<file path="src/design/assert_macros.svh">
// assertion helpers shared by the tokenizer modules
`ifndef ASSERT_MACROS_SVH
`define ASSERT_MACROS_SVH

`ifndef SYNTHESIS
// property that must hold at every clock edge outside reset
`define CSVT_ASSERT(name, clk, rst_n, prop, msg) \
    name: assert property (@(posedge clk) disable iff (!rst_n) (prop)) else $error(msg);
// property that holds in the cycle after a trigger
`define CSVT_ASSERT_NEXT(name, clk, rst_n, trig, prop, msg) \
    name: assert property (@(posedge clk) disable iff (!rst_n) (trig) |=> (prop)) else $error(msg);
`else
`define CSVT_ASSERT(name, clk, rst_n, prop, msg)
`define CSVT_ASSERT_NEXT(name, clk, rst_n, trig, prop, msg)
`endif

`endif

</file>
<file path="src/design/csvt_pkg.sv">
package csvt_pkg;

    // special bytes
    localparam logic [7:0] CH_QUOTE     = 8'h22;
    localparam logic [7:0] CH_RETURN    = 8'h0D;
    localparam logic [7:0] CH_NEWLINE   = 8'h0A;
    localparam logic [7:0] DELIM_RESET  = 8'd44;

    // result kinds
    localparam logic [1:0] KIND_DATA     = 2'd0;
    localparam logic [1:0] KIND_CELL_END = 2'd1;
    localparam logic [1:0] KIND_ROW_END  = 2'd2;

    // register map
    localparam logic REG_DELIM = 1'b0;

    typedef struct packed {
        logic [1:0] kind;
        logic [7:0] cell_byte;
        logic       last;
    } t_result;

    // results that one input byte hands to the output buffer
    typedef struct packed {
        logic [1:0] cnt;
        t_result    r0;
        t_result    r1;
    } t_push;

endpackage

</file>
<file path="src/design/csvt_decode.sv">
`include "assert_macros.svh"

module csvt_decode
    import csvt_pkg::*;
(
    input  logic       i_clk,
    input  logic       i_rst_n,
    input  logic       i_valid,
    input  logic [7:0] i_data_byte,
    input  logic       i_end_of_stream,
    input  logic [7:0] i_delimiter,
    input  logic [1:0] i_space,
    output logic       o_consume,
    output t_push      o_push
);

    logic    r_iq, r_qw, r_rw, r_lc;
    logic    n_iq, n_qw, n_rw, n_lc;
    logic    has_flush, has_cur, iq_eff;
    t_result flush_res, cur_res, res0, res1;
    logic [1:0] cnt;

    // ordinary byte: cell end if it is the delimiter outside quotes, else data
    function automatic t_result f_plain(input logic [7:0] c, input logic [7:0] delim,
                                        input logic iq);
        t_result r;
        r = '0;
        if (c == delim && !iq) begin
            r.kind = KIND_CELL_END;
        end else begin
            r.kind      = KIND_DATA;
            r.cell_byte = c;
        end
        return r;
    endfunction

    // next state and results of the byte in the input register
    always_comb begin
        n_iq      = r_iq;
        n_qw      = r_qw;
        n_rw      = r_rw;
        n_lc      = r_lc;
        has_flush = 1'b0;
        has_cur   = 1'b0;
        flush_res = '0;
        cur_res   = '0;
        iq_eff    = r_qw ? 1'b0 : r_iq;
        if (i_end_of_stream) begin
            has_cur      = r_lc;
            cur_res.kind = KIND_ROW_END;
            n_iq = 1'b0;
            n_qw = 1'b0;
            n_rw = 1'b0;
            n_lc = 1'b0;
        end else if (r_qw && i_data_byte == CH_QUOTE) begin
            // escaped quote inside quotes
            has_cur           = 1'b1;
            cur_res.kind      = KIND_DATA;
            cur_res.cell_byte = CH_QUOTE;
            n_qw = 1'b0;
        end else if (r_rw && i_data_byte == CH_NEWLINE) begin
            // dropped return before newline
            has_cur      = r_lc;
            cur_res.kind = KIND_ROW_END;
            n_iq = 1'b0;
            n_qw = 1'b0;
            n_rw = 1'b0;
            n_lc = 1'b0;
        end else begin
            n_qw = 1'b0;
            n_rw = 1'b0;
            n_iq = iq_eff;
            // a waiting return turns into an ordinary byte
            if (r_rw) begin
                has_flush = 1'b1;
                flush_res = f_plain(CH_RETURN, i_delimiter, iq_eff);
                n_lc      = 1'b1;
            end
            case (i_data_byte)
                CH_NEWLINE: begin
                    has_cur      = r_lc | r_rw;
                    cur_res.kind = KIND_ROW_END;
                    n_iq = 1'b0;
                    n_lc = 1'b0;
                end
                CH_RETURN: begin
                    n_rw = 1'b1;
                end
                CH_QUOTE: begin
                    n_lc = 1'b1;
                    if (iq_eff) begin
                        n_qw = 1'b1;
                    end else begin
                        n_iq = 1'b1;
                    end
                end
                default: begin
                    has_cur = 1'b1;
                    cur_res = f_plain(i_data_byte, i_delimiter, iq_eff);
                    n_lc    = 1'b1;
                end
            endcase
        end
    end

    // pack results in order and mark the final one
    always_comb begin
        cnt  = {1'b0, has_flush} + {1'b0, has_cur};
        res0 = has_flush ? flush_res : cur_res;
        res1 = cur_res;
        res0.last = (cnt == 2'd1);
        res1.last = 1'b1;
    end

    assign o_consume   = i_valid && (cnt <= i_space);
    assign o_push.cnt  = o_consume ? cnt : 2'd0;
    assign o_push.r0   = res0;
    assign o_push.r1   = res1;

    // parser state
    always_ff @(posedge i_clk) begin
        if (!i_rst_n) begin
            r_iq <= 1'b0;
            r_qw <= 1'b0;
            r_rw <= 1'b0;
            r_lc <= 1'b0;
        end else if (o_consume) begin
            r_iq <= n_iq;
            r_qw <= n_qw;
            r_rw <= n_rw;
            r_lc <= n_lc;
        end
    end

    `CSVT_ASSERT(a_one_pending, i_clk, i_rst_n, !(r_qw && r_rw), "quote and return both pending")
    `CSVT_ASSERT(a_qw_in_quotes, i_clk, i_rst_n, !r_qw || r_iq, "pending quote outside quotes")

endmodule

</file>
<file path="src/design/csvt_obuf.sv">
`include "assert_macros.svh"

module csvt_obuf
    import csvt_pkg::*;
(
    input  logic       i_clk,
    input  logic       i_rst_n,
    input  t_push      i_push,
    output logic [1:0] o_space,
    output logic       o_valid,
    input  logic       i_stall,
    output t_result    o_head
);

    logic [1:0] r_cnt, n_cnt, rem;
    t_result    r_slot0, r_slot1, n_slot0, n_slot1;
    logic       pop;

    assign pop     = (r_cnt != 2'd0) && !i_stall;
    assign rem     = r_cnt - {1'b0, pop};
    assign o_space = 2'd2 - r_cnt;

    // shift out the head and append new results behind what is left
    always_comb begin
        n_slot0 = r_slot0;
        n_slot1 = r_slot1;
        case (rem)
            2'd0: begin
                n_slot0 = i_push.r0;
                n_slot1 = i_push.r1;
            end
            2'd1: begin
                n_slot0 = pop ? r_slot1 : r_slot0;
                n_slot1 = i_push.r0;
            end
            default: begin
                n_slot0 = r_slot0;
                n_slot1 = r_slot1;
            end
        endcase
        n_cnt = rem + i_push.cnt;
    end

    always_ff @(posedge i_clk) begin
        if (!i_rst_n) begin
            r_cnt <= 2'd0;
        end else begin
            r_cnt <= n_cnt;
        end
    end

    always_ff @(posedge i_clk) begin
        r_slot0 <= n_slot0;
        r_slot1 <= n_slot1;
    end

    assign o_valid = (r_cnt != 2'd0);
    assign o_head  = r_slot0;

    `CSVT_ASSERT(a_cnt_range, i_clk, i_rst_n, r_cnt != 2'd3, "result buffer overfilled")
    `CSVT_ASSERT(a_push_fits, i_clk, i_rst_n, ({1'b0, r_cnt} + {1'b0, i_push.cnt}) <= 3'd2, "push exceeds space")
    `CSVT_ASSERT(a_row_end_last, i_clk, i_rst_n, !(o_valid && r_slot0.kind == KIND_ROW_END) || r_slot0.last, "row end not last")
    `CSVT_ASSERT_NEXT(a_hold_stalled, i_clk, i_rst_n, o_valid && i_stall, o_valid, "stalled beat dropped")

endmodule

</file>
<file path="src/design/csv_quoted_field_tokenizer_core.sv">
// CSV tokenizer with quote escapes.
// Input channel (i_valid / o_stall): one beat per raw file byte, or one
// end-of-stream beat (i_end_of_stream high, byte ignored) that closes a
// final line without newline. Output channel (o_valid / i_stall): one beat
// per result: o_kind 0 = cell byte in o_cell_byte, 1 = cell end, 2 = last
// cell end and row end; o_last marks the final result of an input byte.
// Delimiter register at APB address 0, reset to comma.
// A byte is held in the input register and decoded into the two-entry
// result buffer, whose head drives the output; a full buffer holds it back.
// Throughput: one byte per cycle while the receiver does not stall and
// each byte gives at most one result; a byte that gives two results (a
// pending carriage return that turns into data, then the new byte) waits
// for the result buffer to empty, and a following byte with a result waits
// while the second result drains. The two result slots set this limit.
// Reset clears the parser state, the buffers and sets the delimiter to comma.
// While the receiver stalls, results stay in the buffer, the input register
// holds its byte and o_stall rises once the buffer cannot take its results.
module csv_quoted_field_tokenizer_core
    import csvt_pkg::*;
(
    input  logic        i_clk,
    input  logic        i_rst_n,
    // input bytes
    input  logic        i_valid,
    output logic        o_stall,
    input  logic [7:0]  i_data_byte,
    input  logic        i_end_of_stream,
    // results
    output logic        o_valid,
    input  logic        i_stall,
    output logic [1:0]  o_kind,
    output logic [7:0]  o_cell_byte,
    output logic        o_last,
    // configuration
    input  logic        psel,
    input  logic        penable,
    input  logic        pwrite,
    input  logic [2:0]  paddr,
    input  logic [31:0] pwdata,
    output logic [31:0] prdata,
    output logic        pready
);

    logic [7:0] r_delim;
    logic       r_in_valid, r_in_eos;
    logic [7:0] r_in_byte;
    logic       consume, in_take;
    logic [1:0] space;
    t_push      push;
    t_result    head;

    // configuration register
    assign pready = 1'b1;
    assign prdata = (paddr[2] == REG_DELIM) ? {24'd0, r_delim} : 32'd0;

    always_ff @(posedge i_clk) begin
        if (!i_rst_n) begin
            r_delim <= DELIM_RESET;
        end else if (psel && penable && pwrite && pready && paddr[2] == REG_DELIM) begin
            r_delim <= pwdata[7:0];
        end
    end

    // input register
    assign o_stall = r_in_valid && !consume;
    assign in_take = i_valid && !o_stall;

    always_ff @(posedge i_clk) begin
        if (!i_rst_n) begin
            r_in_valid <= 1'b0;
        end else if (in_take) begin
            r_in_valid <= 1'b1;
        end else if (consume) begin
            r_in_valid <= 1'b0;
        end
    end

    always_ff @(posedge i_clk) begin
        if (in_take) begin
            r_in_byte <= i_data_byte;
            r_in_eos  <= i_end_of_stream;
        end
    end

    csvt_decode u_decode (
        .i_clk           (i_clk),
        .i_rst_n         (i_rst_n),
        .i_valid         (r_in_valid),
        .i_data_byte     (r_in_byte),
        .i_end_of_stream (r_in_eos),
        .i_delimiter     (r_delim),
        .i_space         (space),
        .o_consume       (consume),
        .o_push          (push)
    );

    csvt_obuf u_obuf (
        .i_clk   (i_clk),
        .i_rst_n (i_rst_n),
        .i_push  (push),
        .o_space (space),
        .o_valid (o_valid),
        .i_stall (i_stall),
        .o_head  (head)
    );

    assign o_kind      = head.kind;
    assign o_cell_byte = head.cell_byte;
    assign o_last      = head.last;

endmodule

</file>
<file path="config.mk">
export PLATFORM = sky130hd
export DESIGN_NAME = csv_quoted_field_tokenizer_core
export DESIGN_NICKNAME = d
export VERILOG_FILES = /design/src/design/csvt_pkg.sv /design/src/design/csvt_decode.sv /design/src/design/csvt_obuf.sv /design/src/design/csv_quoted_field_tokenizer_core.sv
export VERILOG_INCLUDE_DIRS = /design/src /design/src/design
export SDC_FILE = /design/constraint.sdc
export NUM_CORES = 1
export LEC_CHECK = 0
export ABC_AREA = 0
export BUFFER_PORTS_ARGS = -buffer_cell sky130_fd_sc_hd__buf_2
export CELL_PAD_IN_SITES_DETAIL_PLACEMENT = 1
export CELL_PAD_IN_SITES_GLOBAL_PLACEMENT = 1
export CORE_MARGIN = 4
export CORE_UTILIZATION = 34
export CTS_BUF_LIST = sky130_fd_sc_hd__clkbuf_2
export DETAILED_ROUTE_END_ITERATION = 16
export GPL_TIMING_DRIVEN = 0
export PLACE_DENSITY = 0.78
export SLEW_MARGIN = 20
export SYNTH_ARGS = -nofsm -noshare
export SYNTH_HDL_FRONTEND = slang
export SYNTH_SLANG_ARGS = --single-unit
</file>
<file path="constraint.sdc">
create_clock -name i_clk -period 2.7 [get_ports i_clk]
set_input_delay 0.54 -clock i_clk [delete_from_list [all_inputs] [get_ports i_clk]]
set_output_delay 0.54 -clock i_clk [all_outputs]
set_load 0.02 [all_outputs]
</file>
==> results of run 1 <==
## power breakdown
group	internal, W	leakage (nW)	switching, W
clock network	0.000155	0.0352	0.000230
logic	0.000619	1.03	0.000847
registers	0.00108	0.444	0.0000821
## state kept, by name, summed over array words and instances, names as in the netlist, 2 cells and up
| signal | cells |
|---|---|
| r_delim | 8 |
| r_in_byte | 8 |
| u_obuf.o_head | 11 |
| u_obuf.r_slot1 | 11 |
| u_obuf.r_cnt | 2 |
## metal layers
layer / up-vias / part of all wire / track usage / routed length, µm
met3: 5 / 0.042 / 0.0264 / 276
li1: 1018 / - / - / -
met5: - / 0 / 0 / 0
met4: 0 / 0.013 / 0.0397 / 88
met2: 60 / 0.51 / 0.255 / 3400
met1: 957 / 0.43 / 0.178 / 2840
## worst paths after layout
path | to | slack (ns) | from
worst max register to register | u_decode.r_lc | -0.66 | r_in_byte[2]
worst max-delay path | o_stall | -0.68 | r_in_byte[2]
worst min-delay path | r_in_byte[7] | 0.28 | i_data_byte[7]
worst min register to register | r_delim[4] | 0.51 | r_delim[4]
## kinds of logic (layout without fill, tap and decap cells)
kind of cell	count (synthesis)	after routing	synth area share
simple gates	93	93	0.212
flops	46	46	0.491
compound gates	41	41	0.121
buf+inv	40	119	0.101
xor+xnor	11	11	0.0414
fa+ha+maj	6	6	0.0300
other cells	2	26	0.00300
## cell type report
cell class              count  area share
multi-input cells         176       0.368
diodes                      1    0.000736
inverters                   9      0.0107
flip-flops and latches     46       0.362
well taps                  99      0.0364
repair buffers             71       0.136
clock buffers               5     0.00736
plain buffers              31      0.0651
clock inverters             3      0.0132
## synth_stat cells (4+ instances only)
cell type	instances
a21oi_1	11
xnor2_1	8
and3_1	7
dfxtp_1	15
edfxtp_1	31
nor2b_1	15
a31o_1	4
nand3_1	10
ha_1	6
nor2_1	11
inv_1	9
nand2_1	25
buf_4	25
## critical path, cell delays in order, from the launching register on
cell      delay, ns
edfxtp_1       0.50
nor3b_4        0.45
a31oi_4        0.18
and3_4         0.19
a21oi_2        0.09
nand2_1        0.09
ha_4           0.19
ha_4           0.27
nor2b_4        0.15
o21ai_4        0.07
nor2_4         0.12
buf_6          0.12
## what timing repair did
item,4_1_cts,5_1_grt
pin swaps,10,4
buffers inserted,20,5
hold buffers,0,0
gates resized for setup,10,7
endpoints found under the setup margin,29,21
cloned,0,1
## through the flow
stage | instance area (µm²) | util | instances
after detailed placement | 3030 | 0.420 | 406
after global routing | 3400 | 0.472 | 441
after floorplan | 2680 | - | 262
after global placement | 3030 | 0.420 | 406
final | 3400 | 0.472 | 441
after CTS | 3320 | 0.460 | 434
==> impl_summary.log, run 1 <==
INFO  metric gp_routability_congestion = ~0.75
INFO  metric seq_area = 1230 µm²
INFO  metric chipHeight = approximately 94 µm
INFO  metric critical_path_arrival = around 2.8 ns
INFO  metric power_density = 887 nW/µm²
INFO  metric worstSetupPathType = reg -> out
INFO  metric ff2ff_path_depth = 14
INFO  metric cts_buffers = 5
INFO  metric place_hpwl = 4550 µm
INFO  metric via_count_of_the_first_global_routing_pass = 2,047
INFO  metric die_width = approximately 94 µm
INFO  metric grt_setup_unrepaired = yes
INFO  metric final_routed_drc_violation_total = 0
INFO  metric max_cap_violations = 0
INFO  metric port_buffers = 45
INFO  metric clock_latency = 0.43 ns
INFO  metric whs = approximately 0.28 ns
INFO  metric route.antenna.remaining_nets = 0
INFO  metric final.setup_skew = roughly 0.022 ns
INFO  metric cp_max_fo = 7
INFO  metric final_hold_viol_count = 0
INFO  metric ys_ff_latch = 46
INFO  metric post_synth.cell_area_avg = 10.5 µm²
INFO  metric synth_ff_type = edfxtp_1
INFO  metric dr.first_iter.drc_count = 112
INFO  metric clkSlewWorstSetupHoldPaths = 0.22 ns
INFO  metric p_leak = about 1.5 nW
INFO  metric drt-vias-per-instance = 4.63
INFO  metric synth_cells = between 200 and 250
INFO  metric synthArstFlopShare = 0
INFO  metric report.power.total = a little over 0.003 W
INFO  metric finalSetupTns = -7.06 ns
INFO  metric violated_checks = negative setup slack
INFO  metric max_slew.worst_pin.slew = around 0.51 ns
INFO  metric cts_tree = done
INFO  metric drt_pre_antenna_iters = 4
INFO  metric final_common_cell = buf_4
INFO  metric status = finished with violations
INFO  metric seq_area_frac_synth = 0.491
INFO  metric track_usage = 0.144
INFO  metric initial_antenna_violation_count = 1
INFO  metric tritoncts_num_sinks = 46
INFO  metric final-max-slew-violation-count = 0
INFO  metric largest_net_degree_at_the_start_of_global_routing = 17
INFO  metric top_level_ports = just under 100
INFO  metric crit_path_start_kind = flip-flop
INFO  metric kind_of_end_point_of_the_critical_path = primary output
INFO  metric synthesis.area = around 2500 µm²
INFO  metric area_of_the_die = just under 9000 µm²
INFO  metric clock_tree.root_cell = clkbuf_2
INFO  metric final_setup_violation_count = 17
INFO  metric worst_slew_margin_rel = 0.663
INFO  metric worst_slack_at_placement = -0.425 ns
INFO  metric routed_wirelength = 6600 µm
INFO  metric timing.final.crit_share = 1.25
INFO  metric yosys-top-cells-area = edfxtp_1 (37%), dfxtp_1 (12%), buf_4 (7.5%), nand2_1 (3.7%), nor2b_1 (3.7%)
INFO  metric residual_overflow_from_global_routing = 0
INFO  metric floorplan.initialDensity = 0.347
INFO  metric grt_first_pass_wirelength = between 9000 and 10,000 µm
INFO  metric most-common-layout-cells = buf_4 (47), buf_2 (46), edfxtp_1 (31)
INFO  metric wl_per_cell = 15.0 µm
INFO  metric synth_edf_count = 31
INFO  metric vias = 2,040
INFO  metric cts-htree-levels = 2
INFO  metric worst_slack = -0.684 ns
INFO  metric multiInputGateArea = 1250 µm²
INFO  metric hold-path-cell-count = 1
INFO  metric worst-endpoint-required = about 2.2 ns
INFO  metric filler_cell_count = roughly 840
INFO  metric ir_drop = between 0.2 and 0.3 mV
INFO  metric yosysWarnings = 0
INFO  metric placementRows = 31
INFO  metric synth_top_cell_by_area = edfxtp_1
INFO  metric netlist-cell-type-count = 50
INFO  metric timing.final.crit_period = roughly 3.4 ns
INFO  metric core = roughly 7200 µm²
INFO  metric clock.fmax = just under 0.3 GHz
INFO  metric synth_top_area_frac = 0.371
INFO  metric worstHoldPathType = in -> reg
INFO  metric final_layout_size_suffix_gt1_frac = 0.408
INFO  metric cts_buffer_depth = 2
INFO  metric area_growth = 35.7%
INFO  metric nets = slightly below 400
(Power assumes the default switching activity.)
==> run 2, diff against run 1 <==
ABC_AREA = 1   (was 0)
CORE_UTILIZATION = 33   (was 34)
==> run 2 against run 1 <==
The flow still finishes with violations (negative setup slack). Critical path type unchanged. Count of clock-buffer cells in the layout is the same. Flip-flop and latch count unchanged. Utilization shrank 1.2 points. Register-to-register slack better by 0.27 ns. Largest cell class unchanged. First-iteration DRC count decreased by 9.8%. Synthesized cell count is 34% higher. Clock power decreased by 16%. Synthesized area up 6.0%. Final cell count rose by 22%. Setup slack better by 0.22 ns. Via count up 15%. Combinational power decreased by 9%.
==> impl_summary.log, run 2 <==
INFO  metric antenna-diode-count = 0 (was 1)
INFO  metric regToRegSetupSlack = -0.39 ns (was -0.66 ns)
INFO  metric cts-htree-levels = 2 (unchanged)
INFO  metric cp_max_fo = 3 (was 7)
INFO  metric synthesis.area = 2660 µm² (was 2510 µm²)
INFO  metric max_stage_delay = 0.53 ns (was 0.50 ns)
INFO  metric cts_buffer_depth = 2 (unchanged)
INFO  metric globalRouteMet2Util = 0.291 (was 0.255)
INFO  metric final-max-slew-violation-count = 0 (unchanged)
INFO  metric grt_setup_unrepaired = yes (unchanged)
INFO  metric cts_tree = done (unchanged)
INFO  metric seq_area_frac_synth = 0.463 (was 0.491)
INFO  metric cts_buffers = 5 (unchanged)
INFO  metric clock_tree.root_cell = clkbuf_2 (unchanged)
INFO  metric synth_cells = 320 (was 239)
INFO  metric timing.final.crit_share = 1.17 (was 1.25)
INFO  metric clock.fmax = 0.316 GHz (was 0.296 GHz)
INFO  metric worstHoldPathType = in -> reg (unchanged)
INFO  metric vias = 2,351 (was 2,040)
INFO  metric routed_wirelength = 7190 µm (was 6600 µm)
INFO  metric route.antenna.remaining_nets = 0 (unchanged)
INFO  metric placementRows = 32 (was 31)
INFO  metric synth_top_cell_by_area = edfxtp_1 (unchanged)
INFO  metric initial_antenna_violation_count = 0 (was 1)
INFO  metric synth_edf_count = 31 (unchanged)
INFO  metric tritoncts_num_sinks = 46 (unchanged)
INFO  metric drt_pre_antenna_iters = 4 (unchanged)
INFO  metric globalRoute.busiestLayer = met2 (unchanged)
INFO  metric violated_checks = negative setup slack (unchanged)
INFO  metric netlist-cell-type-count = 31 (was 50)
INFO  metric place_hpwl = 5110 µm (was 4550 µm)
INFO  metric worst_slack = -0.464 ns (was -0.684 ns)
INFO  metric groute.layer.met1.usage = 0.168 (was 0.178)
INFO  metric grt_first_pass_wirelength = 11,900 µm (was 9980 µm)
INFO  metric timing.final.crit_period = 3.16 ns (was 3.38 ns)
INFO  metric synth_top_area_frac = 0.350 (was 0.371)
INFO  metric residual_overflow_from_global_routing = 0 (unchanged)
INFO  metric area_of_the_die = 9550 µm² (was 8810 µm²)
INFO  metric core = 7770 µm² (was 7210 µm²)
INFO  metric track_usage = 0.153 (was 0.144)
INFO  metric chipHeight = 97.7 µm (was 93.9 µm)
INFO  metric final_hold_viol_count = 0 (unchanged)
INFO  metric port_buffers = 44 (was 45)
INFO  metric most_numerous_cell_types_in_the_synthesized_netlist = nand2_1 (75), inv_1 (37), nor2_1 (32) (was edfxtp_1 (31), buf_4 (25), nand2_1 (25))
INFO  metric power_density = 781 nW/µm² (was 887 nW/µm²)
INFO  metric ir_drop = 0.271 mV (was 0.289 mV)
INFO  metric area_growth = 34.5% (was 35.7%)
INFO  metric wl_per_cell = 13.4 µm (was 15.0 µm)
INFO  metric final_common_cell = nand2_1 (was buf_4)
INFO  metric yosys-top-cells-area = edfxtp_1 (35%), dfxtp_1 (11%), nand2_1 (11%), buf_4 (7.1%), inv_1 (5.2%) (was edfxtp_1 (37%), dfxtp_1 (12%), buf_4 (7.5%), nand2_1 (3.7%), nor2b_1 (3.7%))
INFO  metric critical_path_arrival = 2.62 ns (was 2.84 ns)
INFO  metric worstSetupPathType = reg -> out (unchanged)
INFO  metric critical_path.top_delay_family = simple AND/OR/NAND/NOR gates (unchanged)
INFO  metric floorplan.initialDensity = 0.342 (was 0.347)
INFO  metric yosysWarnings = 0 (unchanged)
INFO  metric global_route.usage.met3 = 0.0323 (was 0.0264)
INFO  metric nets = 490 (was 397)
INFO  metric most_common_cell_in_the_netlist = nand2_1 (was edfxtp_1)
INFO  metric synth_ff_type = edfxtp_1 (unchanged)
INFO  metric max_cap_violations = 0 (unchanged)
INFO  metric final.setup_skew = 0.0199 ns (was 0.0219 ns)
INFO  metric drt-vias-per-instance = 4.39 (was 4.63)
INFO  metric via_count_of_the_first_global_routing_pass = 2,528 (was 2,047)
INFO  metric top_level_ports = 97 (unchanged)
INFO  metric largest_net_degree_at_the_start_of_global_routing = 17 (unchanged)
INFO  metric die_width = 97.7 µm (was 93.9 µm)
INFO  metric gp_routability_congestion = 0.914 (was 0.752)
INFO  metric clock_latency = 0.45 ns (was 0.43 ns)
INFO  metric status = finished with violations (unchanged)
INFO  metric final_setup_violation_count = 10 (was 17)
INFO  metric p_leak = 1.77 nW (was 1.51 nW)
INFO  metric kind_of_end_point_of_the_critical_path = primary output (unchanged)
INFO  metric max_slew.worst_pin.slew = 0.793 ns (was 0.506 ns)
INFO  metric ys_ff_latch = 46 (unchanged)
INFO  metric finalSetupTns = -1.24 ns (was -7.06 ns)
INFO  metric post_synth.cell_area_avg = 8.30 µm² (was 10.5 µm²)
INFO  metric final_layout_size_suffix_gt1_frac = 0.399 (was 0.408)
INFO  metric final_routed_drc_violation_total = 0 (unchanged)
INFO  metric crit_slowest_cell = edfxtp_1 (unchanged)
INFO  metric whs = 0.239 ns (was 0.275 ns)
INFO  metric clkSlewWorstSetupHoldPaths = 0.27 ns (was 0.22 ns)
INFO  metric worst_slew_margin_rel = 0.470 (was 0.663)
INFO  metric cp.buffers_inverters = 3 (was 1)
INFO  metric synthArstFlopShare = 0 (unchanged)
INFO  metric dr.first_iter.drc_count = 101 (was 112)
INFO  metric most-common-layout-cells = nand2_1 (66), buf_4 (60), buf_2 (45) (was buf_4 (47), buf_2 (46), edfxtp_1 (31))
INFO  metric worst-endpoint-required = 2.16 ns (about the same)
INFO  metric list_of_cells_traversed_by_the_critical_path = inv_2, nand2_4, nor2_1, nand2_2, nand3_2, o211ai_1, ha_2, inv_2, ha_4, o21bai_4, nand2_4, nor2_4, buf_6 (was nor3b_4, a31oi_4, and3_4, a21oi_2, nand2_1, ha_4, ha_4, nor2b_4, o21ai_4, nor2_4, buf_6)
INFO  metric crit_path_start_kind = flip-flop (unchanged)
## run 2: changes by cell type in the layout (fill, tap and decap cells not counted), sizes merged, moves of 6 or more
cell / change
and3: -6
nand3: +12
nand2: +55
buf: +11
nor2b: -16
xnor2: -6
nor2: +31
o21ai: +8
inv: +39
## run 2: metrics by stage
| stage | total power (W) | setup WS, ns | utilization | cell area, µm² | cells |
|---|---|---|---|---|---|
| finish | 0.00279 | -0.464 | 0.460 | 3570 | 536 |
| global route | 0.00300 | -0.622 | 0.460 | 3570 | 536 |
| CTS | 0.00273 | -0.460 | 0.450 | 3500 | 531 |
| detailed placement | 0.00227 | -0.361 | 0.398 | 3090 | 489 |
| global placement | 0.00220 | -0.252 | 0.398 | 3090 | 489 |
| floorplan | 0.00197 | 0.0590 | - | 2740 | 343 |
## run 2: layout make-up
class	count	area, µm²
fill	987	4190
multi-input combinational	220	1240
sequential	46	1230
timing repair buffer	82	523
buffer	29	205
inverter	48	186
tap	102	128
clock buffer	5	25.0
clock inverter	3	25.0
timing repair inverter	1	7.51
## run 2: cell families after synthesis
group,count (synthesis),share of synthesized area
simple gates,152,0.275
compound gates,33,0.0711
other cells,2,0.00283
xor+xnor,4,0.0132
buf+inv,77,0.146
fa+ha+maj,6,0.0283
flops,46,0.463
## run 2: per-layer routing
| layer | vias up | share of wire |
|---|---|---|
| met1 | 1096 | 0.39 |
| li1 | 1196 | - |
| met3 | 9 | 0.038 |
| met2 | 50 | 0.55 |
| met4 | 0 | 0.016 |
| met5 | - | 0 |
## run 2: power by group
group,switching [W],leakage [nW],internal (W)
Combinational,0.000864,1.29,0.000479
Clock,0.000254,0.0296,0.0000690
Sequential,0.0000660,0.445,0.00106
## run 2: what timing repair did
action / in CTS / in global routing
gates cloned: 1 / 0
hold buffers: 0 / 0
buffers inserted: 33 / 5
gates resized for setup: 29 / 8
hold endpoints to repair: 0 / 0
endpoints found under the setup margin: 15 / 17
pin swaps: 19 / 9
## run 2: final timing paths
check,startpoint,depth (start not counted),end
max reg2reg,r_in_byte[0],18,u_obuf.r_cnt[1]
min reg2reg,u_decode.r_iq,2,u_decode.r_iq
max,r_in_byte[0],13,o_stall
min,i_data_byte[3],1,r_in_byte[3]
